<file path="src/dlr_pkg.sv">
// ----------------------------------------------------------------------------
// dlr_pkg
// Shared types and constants of the DDA line rasterizer: the field widths of
// the stream ports and the one-hot sequencer state encoding.
// ----------------------------------------------------------------------------
package dlr_pkg;

    // Width of every coordinate field on the stream ports.
    localparam int FIELD_W     = 6;
    // Input tdata carries four coordinates.
    localparam int IN_TDATA_W  = 4 * FIELD_W;
    // Output tdata carries two coordinates, padded up to whole bytes.
    localparam int OUT_TDATA_W = 16;
    localparam int OUT_PAD_W   = OUT_TDATA_W - 2 * FIELD_W;

    typedef enum logic [1:0] {
        ST_IDLE = 2'b01,
        ST_RUN  = 2'b10
    } t_state;

endpackage

</file>
<file path="src/dda_line_rasterizer_core.sv">
// ----------------------------------------------------------------------------
// dda_line_rasterizer_core
// DDA line rasterizer: takes one segment and streams out its grid cells.
// ----------------------------------------------------------------------------
// Usage:
// The slave stream takes one segment per transfer (x_start, y_start, x_end,
// y_end). The master stream returns one cell per transfer, in ascending order
// of the major axis, with tlast on the final cell of the segment. Equal
// endpoints give a single cell.
// Timing: the accept cycle loads the walk registers; the output register then
// takes the first cell once it is free. A segment of n cells (n = |dmajor| + 1,
// up to 2^COORD_BITS = 64) keeps the block busy, one cell per cycle while
// i_m_tready is high, since the single error accumulator unit produces one
// step per cycle. o_s_tready is high only between segments.
// Stalls: when i_m_tready is low the output register holds its cell and the
// walk pauses; nothing is lost or repeated.
// Reset: synchronous, active low; the block comes up idle with no output.
// ----------------------------------------------------------------------------
module dda_line_rasterizer_core
    import dlr_pkg::*;
#(
    parameter int COORD_BITS = 6
) (
    input  logic                   i_clk,
    input  logic                   i_rst_n,
    input  logic                   i_s_tvalid,
    output logic                   o_s_tready,
    // [5:0] x_start, [11:6] y_start, [17:12] x_end, [23:18] y_end
    input  logic [IN_TDATA_W-1:0]  i_s_tdata,
    output logic                   o_m_tvalid,
    input  logic                   i_m_tready,
    // [5:0] cell_x, [11:6] cell_y, [15:12] zero
    output logic [OUT_TDATA_W-1:0] o_m_tdata,
    // last_cell
    output logic                   o_m_tlast
);

    localparam int CB = COORD_BITS;
    localparam int RW = CB + 3;
    localparam int IW = CB + 2;
    localparam int DW = CB + 1;

    // Control registers
    t_state r_state, n_state;
    logic   r_out_valid, n_out_valid;

    // Walk registers
    logic                 r_x_major, n_x_major;
    logic [CB-1:0]        r_major, n_major;
    logic [CB-1:0]        r_major_hi, n_major_hi;
    logic [CB-1:0]        r_minor, n_minor;
    logic signed [RW-1:0] r_rem, n_rem;
    logic signed [IW-1:0] r_inc, n_inc;
    logic [DW-1:0]        r_two_d, n_two_d;

    // Output register
    logic [FIELD_W-1:0] r_cell_x, n_cell_x;
    logic [FIELD_W-1:0] r_cell_y, n_cell_y;
    logic               r_last, n_last;

    // Setup decode of the incoming segment
    logic [CB-1:0]        x0, y0, xn, yn;
    logic signed [CB:0]   dx, dy, dmin;
    logic [CB-1:0]        adx, ady;
    logic                 x_major, swap;
    logic [CB-1:0]        lo_maj, lo_min, hi_maj, hi_min, dmaj;

    logic                 s_xfer, out_free, at_end;
    logic signed [RW-1:0] step_rem;
    logic [CB-1:0]        step_minor;

    assign x0 = i_s_tdata[0*FIELD_W +: CB];
    assign y0 = i_s_tdata[1*FIELD_W +: CB];
    assign xn = i_s_tdata[2*FIELD_W +: CB];
    assign yn = i_s_tdata[3*FIELD_W +: CB];

    always_comb begin
        dx      = $signed({1'b0, xn}) - $signed({1'b0, x0});
        dy      = $signed({1'b0, yn}) - $signed({1'b0, y0});
        adx     = dx[CB] ? CB'(-dx) : dx[CB-1:0];
        ady     = dy[CB] ? CB'(-dy) : dy[CB-1:0];
        x_major = (adx >= ady);
        // Walk always starts from the endpoint with the smaller major value.
        swap    = x_major ? (xn < x0) : (yn < y0);
        if (x_major) begin
            lo_maj = swap ? xn : x0;
            lo_min = swap ? yn : y0;
            hi_maj = swap ? x0 : xn;
            hi_min = swap ? y0 : yn;
        end else begin
            lo_maj = swap ? yn : y0;
            lo_min = swap ? xn : x0;
            hi_maj = swap ? y0 : yn;
            hi_min = swap ? x0 : xn;
        end
        dmaj = hi_maj - lo_maj;
        dmin = $signed({1'b0, hi_min}) - $signed({1'b0, lo_min});
    end

    dlr_err_unit #(
        .COORD_BITS (COORD_BITS)
    ) u_err_unit (
        .i_rem   (r_rem),
        .i_inc   (r_inc),
        .i_two_d (r_two_d),
        .i_minor (r_minor),
        .o_rem   (step_rem),
        .o_minor (step_minor)
    );

    assign o_s_tready = (r_state == ST_IDLE);
    assign s_xfer     = i_s_tvalid && o_s_tready;
    assign out_free   = !r_out_valid || i_m_tready;
    assign at_end     = (r_major == r_major_hi);

    always_comb begin
        n_state     = r_state;
        n_out_valid = r_out_valid && !i_m_tready;
        n_x_major   = r_x_major;
        n_major     = r_major;
        n_major_hi  = r_major_hi;
        n_minor     = r_minor;
        n_rem       = r_rem;
        n_inc       = r_inc;
        n_two_d     = r_two_d;
        n_cell_x    = r_cell_x;
        n_cell_y    = r_cell_y;
        n_last      = r_last;
        case (r_state)
            ST_IDLE: begin
                if (s_xfer) begin
                    // Rounded half up start: value m_lo, remainder D of 2*D.
                    n_x_major  = x_major;
                    n_major    = lo_maj;
                    n_major_hi = hi_maj;
                    n_minor    = lo_min;
                    n_rem      = $signed({3'b000, dmaj});
                    n_inc      = {dmin, 1'b0};
                    n_two_d    = {dmaj, 1'b0};
                    n_state    = ST_RUN;
                end
            end
            ST_RUN: begin
                if (out_free) begin
                    n_out_valid = 1'b1;
                    n_cell_x    = r_x_major ? FIELD_W'(r_major) : FIELD_W'(r_minor);
                    n_cell_y    = r_x_major ? FIELD_W'(r_minor) : FIELD_W'(r_major);
                    n_last      = at_end;
                    n_major     = r_major + CB'(1);
                    n_minor     = step_minor;
                    n_rem       = step_rem;
                    if (at_end) begin
                        n_state = ST_IDLE;
                    end
                end
            end
            default: begin
                n_state = ST_IDLE;
            end
        endcase
    end

    always_ff @(posedge i_clk) begin
        if (!i_rst_n) begin
            r_state     <= ST_IDLE;
            r_out_valid <= 1'b0;
        end else begin
            r_state     <= n_state;
            r_out_valid <= n_out_valid;
        end
    end

    always_ff @(posedge i_clk) begin
        r_x_major  <= n_x_major;
        r_major    <= n_major;
        r_major_hi <= n_major_hi;
        r_minor    <= n_minor;
        r_rem      <= n_rem;
        r_inc      <= n_inc;
        r_two_d    <= n_two_d;
        r_cell_x   <= n_cell_x;
        r_cell_y   <= n_cell_y;
        r_last     <= n_last;
    end

    assign o_m_tvalid = r_out_valid;
    assign o_m_tdata  = {OUT_PAD_W'(0), r_cell_y, r_cell_x};
    assign o_m_tlast  = r_last;

`ifndef ASSERT_OFF
    a_accept_starts_walk: assert property (@(posedge i_clk) disable iff (!i_rst_n)
        s_xfer |=> (r_state == ST_RUN))
        else $error("accepted segment did not start a walk");

    a_rem_in_range: assert property (@(posedge i_clk) disable iff (!i_rst_n)
        (r_state == ST_RUN) |->
            (r_rem >= 0) && ((r_two_d == '0) || (r_rem < $signed({2'b00, r_two_d}))))
        else $error("error remainder left its range");

    a_major_bounded: assert property (@(posedge i_clk) disable iff (!i_rst_n)
        (r_state == ST_RUN) |-> (r_major <= r_major_hi))
        else $error("major coordinate passed the segment end");
`endif

endmodule

</file>
<file path="src/dlr_err_unit.sv">
// ----------------------------------------------------------------------------
// dlr_err_unit
// Error accumulator step of the DDA. Adds the doubled minor delta to the
// running remainder and folds it back into [0, 2*D) with one correction,
// moving the rounded minor coordinate up or down by one.
// ----------------------------------------------------------------------------
module dlr_err_unit #(
    parameter int COORD_BITS = 6
) (
    input  logic signed [COORD_BITS+2:0] i_rem,
    input  logic signed [COORD_BITS+1:0] i_inc,
    input  logic        [COORD_BITS:0]   i_two_d,
    input  logic        [COORD_BITS-1:0] i_minor,
    output logic signed [COORD_BITS+2:0] o_rem,
    output logic        [COORD_BITS-1:0] o_minor
);

    localparam int RW = COORD_BITS + 3;

    logic signed [RW-1:0] sum;
    logic signed [RW-1:0] two_d_s;

    assign two_d_s = $signed({2'b00, i_two_d});

    // The increment never exceeds 2*D in magnitude, so a single correction
    // brings the remainder back into range.
    always_comb begin
        sum = i_rem + RW'(i_inc);
        if (sum >= two_d_s) begin
            o_rem   = sum - two_d_s;
            o_minor = i_minor + COORD_BITS'(1);
        end else if (sum < 0) begin
            o_rem   = sum + two_d_s;
            o_minor = i_minor - COORD_BITS'(1);
        end else begin
            o_rem   = sum;
            o_minor = i_minor;
        end
    end

endmodule

</file>
<file path="config.mk">
export PLATFORM = sky130hd
export DESIGN_NAME = dda_line_rasterizer_core
export DESIGN_NICKNAME = d
export VERILOG_FILES = /design/src/dlr_pkg.sv /design/src/dda_line_rasterizer_core.sv /design/src/dlr_err_unit.sv
export SDC_FILE = /design/constraint.sdc
export NUM_CORES = 1
export LEC_CHECK = 0
export BUFFER_PORTS_ARGS = -buffer_cell sky130_fd_sc_hd__buf_2
export CORE_MARGIN = 1
export CORE_UTILIZATION = 65
export CTS_BUF_LIST = sky130_fd_sc_hd__clkbuf_8
export DETAILED_ROUTE_END_ITERATION = 10
export PLACE_DENSITY = 0.93
export SLEW_MARGIN = 10
export SYNTH_ARGS = -nofsm -noshare
export SYNTH_HDL_FRONTEND = slang
export SYNTH_SLANG_ARGS = --single-unit
</file>
<file path="constraint.sdc">
create_clock -name i_clk -period 9.7 [get_ports i_clk]
set_input_delay 1.94 -clock i_clk [delete_from_list [all_inputs] [get_ports i_clk]]
set_output_delay 1.94 -clock i_clk [all_outputs]
set_load 0.02 [all_outputs]
</file>
### Yosys cells after proc, flatten, opt, wreduce, memory -nomap -nowiden

Index checks and enable logic that the tools add are counted.

* flip-flop bits (word level): 57
* input bits: 28
* output and inout port bits: 19
* word-level logic and storage cells: 79

* add/sub/neg operators: 12
* order comparisons: 5
* equality and inequality tests: 7
* mux-type cells: 32
* reduce and logical (&&, ||, !) cells: 11

Operator list (count)
* $mux 6: 18
* $mux 9: 4
* $pmux 6 s2: 2
* $sub 6x6->7: 3
* $add 9x8->9: 2
* $pmux 9 s2: 1
* $add 6x1->6 const B: 2
* $lt 6x6->1: 2
* $neg 6->6: 2
* $ge 9x8->1: 1
* $lt 9x1->1 const B: 1
* $sub 9x8->9: 1
* $eq 6x6->1: 1
* $ge 6x6->1: 1
* $mux 2: 3
* $reduce_and 3->1: 2
* $sub 6x1->6 const B: 1
* $sub 6x6->6: 1
* $ne 2x2->1 const B: 2
* $pmux 2 s2: 1
* $reduce_and 2->1: 2
* $reduce_and 4->1: 1
* $mux 1: 3
* $ne 3x1->1 const B: 1
* other kinds (7): 9

### Depth between registers and ports, before layout

* depth after elaboration: 10
* mapped depth: 28
* gate-level depth less buffers: 25

### Hierarchy

A second synthesis with hierarchy kept.

* cells, all modules: 637
* area total of the unflattened synthesis: 5873.1 sq um

Modules (own cells, without submodules)
* dda_line_rasterizer_core: times used 1, cells each 434, area each 4425.5 sq um, seq. area each 1681.6 sq um
* dlr_err_unit: times used 1, cells each 203, area each 1447.6 sq um, seq. area each 0.0 sq um

### Worst setup path before layout

OpenSTA, ideal clock, no wires.

* path kind: input to register
* start: input port i_s_tdata[18]
* end: register r_rem[5] (data pin)
* setup time: 0.260 ns
* data arrival time: 6.392 ns
* data required time: 9.440 ns
* path slack: 3.048 ns
* stages: 23
* buffers on the path: 3
* cell sequence: inv_1 ha_1 inv_1 fa_1 a21o_1 a21oi_1 o21bai_1 a21oi_1 o21ai_0 xor2_1 ha_1 o21ai_0 o221ai_2 buf_2 buf_2 buf_2 mux2i_1 ha_1 a21oi_1 nand2_1 a41o_1 xnor2_1 o2bb2ai_1

* cells in the longest elaborated chain, start to end: 10
* elaborated cells on any way between the ends: 15
* classes of those cells: add/sub (3); order compare (2); mux (10)

RTL lines
* from (decl): line dda_line_rasterizer_core.sv:29 `input logic [IN_TDATA_W-1:0] i_s_tdata,`
* $sub 6x6->7 (*): line dda_line_rasterizer_core.sv:79 `dy = $signed({1'b0, yn}) - $signed({1'b0, y0});`
* $neg 6->6: line dda_line_rasterizer_core.sv:81 `ady = dy[CB] ? CB'(-dy) : dy[CB-1:0];`
* $mux 6 (*): line dda_line_rasterizer_core.sv:81
* $ge 6x6->1 (*): line dda_line_rasterizer_core.sv:82 `x_major = (adx >= ady);`
* net x_major: line dda_line_rasterizer_core.sv:65 `logic x_major, swap;`
* $mux 1: line dda_line_rasterizer_core.sv:84 `swap = x_major ? (xn < x0) : (yn < y0);`
* $mux 6, on equally long branches: line dda_line_rasterizer_core.sv:93, dda_line_rasterizer_core.sv:88
* $mux 6 (*): line dda_line_rasterizer_core.sv:85 `if (x_major) begin`
* net hi_maj[1]: line dda_line_rasterizer_core.sv:66 `logic [CB-1:0] lo_maj, lo_min, hi_maj, hi_min, dmaj;`
* $sub 6x6->6 (*): line dda_line_rasterizer_core.sv:96 `dmaj = hi_maj - lo_maj;`
* net dmaj[5]: line dda_line_rasterizer_core.sv:66
* $mux 9 (*): line dda_line_rasterizer_core.sv:131 `if (s_xfer) begin`
* $pmux 9 s2 (*): line dda_line_rasterizer_core.sv:129 `case (r_state)`
* net n_rem[5]: line dda_line_rasterizer_core.sv:52 `logic signed [RW-1:0] r_rem, n_rem;`
* to (signal assigned): line dda_line_rasterizer_core.sv:178 `r_rem <= n_rem;`
* to (decl): line dda_line_rasterizer_core.sv:52

Mark *: on every way through the listed nets, which the timed path passes. The rest lies on a longest branch. The select of a mux whose other input is x is not followed.
A chain may end at the register's enable or synchronous reset.

### Worst setup path in the final report

* start: input port i_s_tdata[18]
* end: register r_rem[5] (data pin)

* cells in the longest elaborated chain, start to end: 10
* elaborated cells on any way between the ends: 15
* classes of those cells: add/sub (3); order compare (2); mux (10)

RTL lines (line)
* $sub 6x6->7: dda_line_rasterizer_core.sv:79
* $neg 6->6: dda_line_rasterizer_core.sv:81
* $mux 6: dda_line_rasterizer_core.sv:81
* $ge 6x6->1: dda_line_rasterizer_core.sv:82
* $mux 1: dda_line_rasterizer_core.sv:84
* $mux 6, on equally long branches: dda_line_rasterizer_core.sv:93, dda_line_rasterizer_core.sv:88
* $mux 6 (*): dda_line_rasterizer_core.sv:85
* net hi_maj[1]: dda_line_rasterizer_core.sv:66
* $sub 6x6->6 (*): dda_line_rasterizer_core.sv:96
* net dmaj[5]: dda_line_rasterizer_core.sv:66
* $mux 9 (*): dda_line_rasterizer_core.sv:131
* $pmux 9 s2 (*): dda_line_rasterizer_core.sv:129
* net n_rem[5]: dda_line_rasterizer_core.sv:52

Marks and branches as above.

==> qor.yml <==
outcome: "finished clean"
n_fill_cell: 510
seq_area_frac_synth_pct: 31.7
drc: 0
htree_levels: 3
drv_slew: 0
clkSinkCount: 57
cp_data_required_time_ns: 9.89
min_path_cells: 2
antenna_cells: 0
cp-end-kind: "flop"
fp.dieW_um: 92.3
cts_buffers: 9
fin_skew_ns: 0.0124
ff2ff_setup_slack_ns: 4.66
cp_data_arrival_time_ns: 8.16
vias_per_cell: 6.06
critPathKind: "in2reg"
cts_setup_buffers: 0
final_common_cell: "ha_1"
io_buffers: 42
routed_wl_um: 11500
ys_ff_latch: 57
reg2reg_depth: 21
dp.cells: 674
grt_util_all_layers_pct: 28.8
wire_per_inst_um: 16.7
cts.repair.resized: 0
final_cells: 690
cts_hold_buf: 0
rsz0062_at_grt: "no"
grt_max_degree: 37
die_y_um: 92.3
async_reset_ff_share_pct: 0
max_stage_delay_ns: 1.04
maxCapViolCount: 0
ant_nets: 0
place.gp.congestion: 0.948
avgSynthCellArea_sq_um: 9.75
grt_pass1_vias: 4076
drtIter0Drc: 268
clk_pin_slew_ns: 0.06
drt_first_pass_iters: 5
setup_tns_ns: 0
setup_viol: 0
cp_cell_sequence: "buf_2 > inv_1 > ha_1 > inv_1 > fa_1 > a21o_1 > a21oi_1 > o21bai_1 > a21oi_1 > o21ai_0 > xor2_1 > ha_1 > o21ai_0 > o221ai_4 > buf_4 > mux2i_4 > a21oi_1 > mux2i_1 > ha_1 > a21oi_1 > nand2_1 > a41o_1 > xnor2_1 > o2bb2ai_1"
clk_root_buffer_cell: "clkbuf_8"
layout.nets: 676
drive_gt1_share_pct: 15.1
place_hpwl_um: 8890
insertion_delay_ns: 0.35
critPathLaunchType: "primary input"
max_freq_mhz: 125
whs_ns: 0.532
synth_cells: 544
crit_top_cell: "a21oi_1"
slew_headroom_pct: 19.5
cp_max_fo: 36
overflow: 0
antenna_found_initial: 0
pin_count: 47
areaGrowthSynthToFinish_pct: 9.17
post_synth_instance_area_sq_mm: 0.00531
clk_path_buf_depth: 2
via_count: 4184
yosysWarnings: 0
slowest_stage: "mux2i_4"
holdCritPathClass: "reg2reg"
layout_common_cells: "ha_1 (57), edfxtp_1 (54), inv_1 (50)"
coreArea_sq_mm: 0.00781
cts_tree: "done"
rows: 32
synth_edf_count: 54
initial_core_util_pct: 67.9
dominantRegCellSynth: "edfxtp_1"
period_needed_ns: 7.97
grt_pass1_wl_um: 19000
worst_pin_slew_ns: 1.18
die_area_sq_mm: 0.00853
synth.distinct_cells: 53
fin_crit_sh_pct: 82.2
hold_violations: 0
==> logic make-up (layout without fill, tap and decap cells) <==
logic type,after synthesis,count (layout),share of synthesized area [%]
compound gates,121,121,15.1
xor+xnor,49,49,8.23
fa+ha+maj,65,65,16.5
buf+inv,70,111,5.75
flops,57,57,31.7
mux,60,60,11.8
other cells,1,4,0.0707
simple gates,121,121,10.9
==> synth_stat cells (2+ instances only) <==
master	count	area [sq um]
nor2b_1	9	56.3
and2_1	3	18.8
buf_2	7	35.0
clkbuf_1	6	22.5
o41ai_2	2	32.5
o211ai_1	6	45.0
nand3_1	10	50.1
or2b_1	2	15.0
inv_1	50	188
o21ai_1	3	15.0
xnor2_1	39	342
o21bai_1	7	52.6
a211oi_1	5	37.5
dfxtp_1	3	60.1
a21o_1	13	97.6
ha_1	57	713
o21a_1	6	45.0
o21ai_0	26	130
nor2_1	36	135
buf_6	2	22.5
nor3b_1	2	15.0
nand3b_1	3	22.5
fa_1	8	160
a21oi_1	39	195
o31a_1	2	17.5
nand2b_1	9	56.3
xor2_1	9	78.8
mux2_2	20	225
nand2_1	35	131
o31ai_1	2	15.0
mux2i_1	40	400
nor3_1	4	20.0
edfxtp_1	54	1620
nand4_1	2	12.5
buf_4	5	37.5
==> worst paths after layout <==
check	start	to
max	i_s_tdata[18]	r_rem[5]$_DFFE_PP_
min	r_state[0]$_SDFFE_PN1P_	r_state[0]$_SDFFE_PN1P_
max reg2reg	r_rem[1]$_DFFE_PP_	r_minor[5]$_DFFE_PP_
min reg2reg	r_state[0]$_SDFFE_PN1P_	r_state[0]$_SDFFE_PN1P_
==> flip-flops by register name (all words and copies together) (netlist names) <==
name	count
r_rem	9
r_major	6
r_cell_x	6
r_major_hi	6
r_cell_y	6
r_minor	6
r_state	2
r_two_d	6
r_inc	7
o_m_tvalid	1
r_x_major	1
o_m_tlast	1
==> routing by layer <==
layer  wire length [um]  track usage (%)
met1               4800             35.1
met2               5730             49.8
met3                656             5.83
met4                329             11.3
met5                  0                0
==> final cells by class <==
cell class,instances,area [sq um],area share [%]
multi-input combinational,420,3350,57.9
timing repair buffer,45,233,4.02
clock inverter,7,85.1,1.47
inverter,50,188,3.24
tap,102,128,2.20
clock buffer,9,124,2.14
sequential,57,1680,29.0
==> worst max-delay path, delay by kind of cell <==
| family | cells | cell delay (ns) |
|---|---|---|
| AOI/OAI and AO/OA | 11 | 2.32 |
| xor gates and xnor gates | 2 | 0.46 |
| buffers and inverters | 4 | 0.66 |
| adders and majority gates | 4 | 1.17 |
| muxes | 2 | 1.50 |
| and+or+nand+nor | 1 | 0.09 |
==> stage by stage <==
step / cell area [sq um] / setup WS [ns] / util [%]
finish: 5790 / 1.73 / 74.2
global route: 5790 / 1.36 / 74.2
CTS: 5790 / 1.85 / 74.2
detailed placement: 5580 / 1.52 / 71.5
global placement: 5580 / 1.80 / 71.5
floorplan: 5320 / 3.05 / -
Power is not shown: default switching activity piles up to over one toggle a cycle in this logic, so the estimate is an artifact.
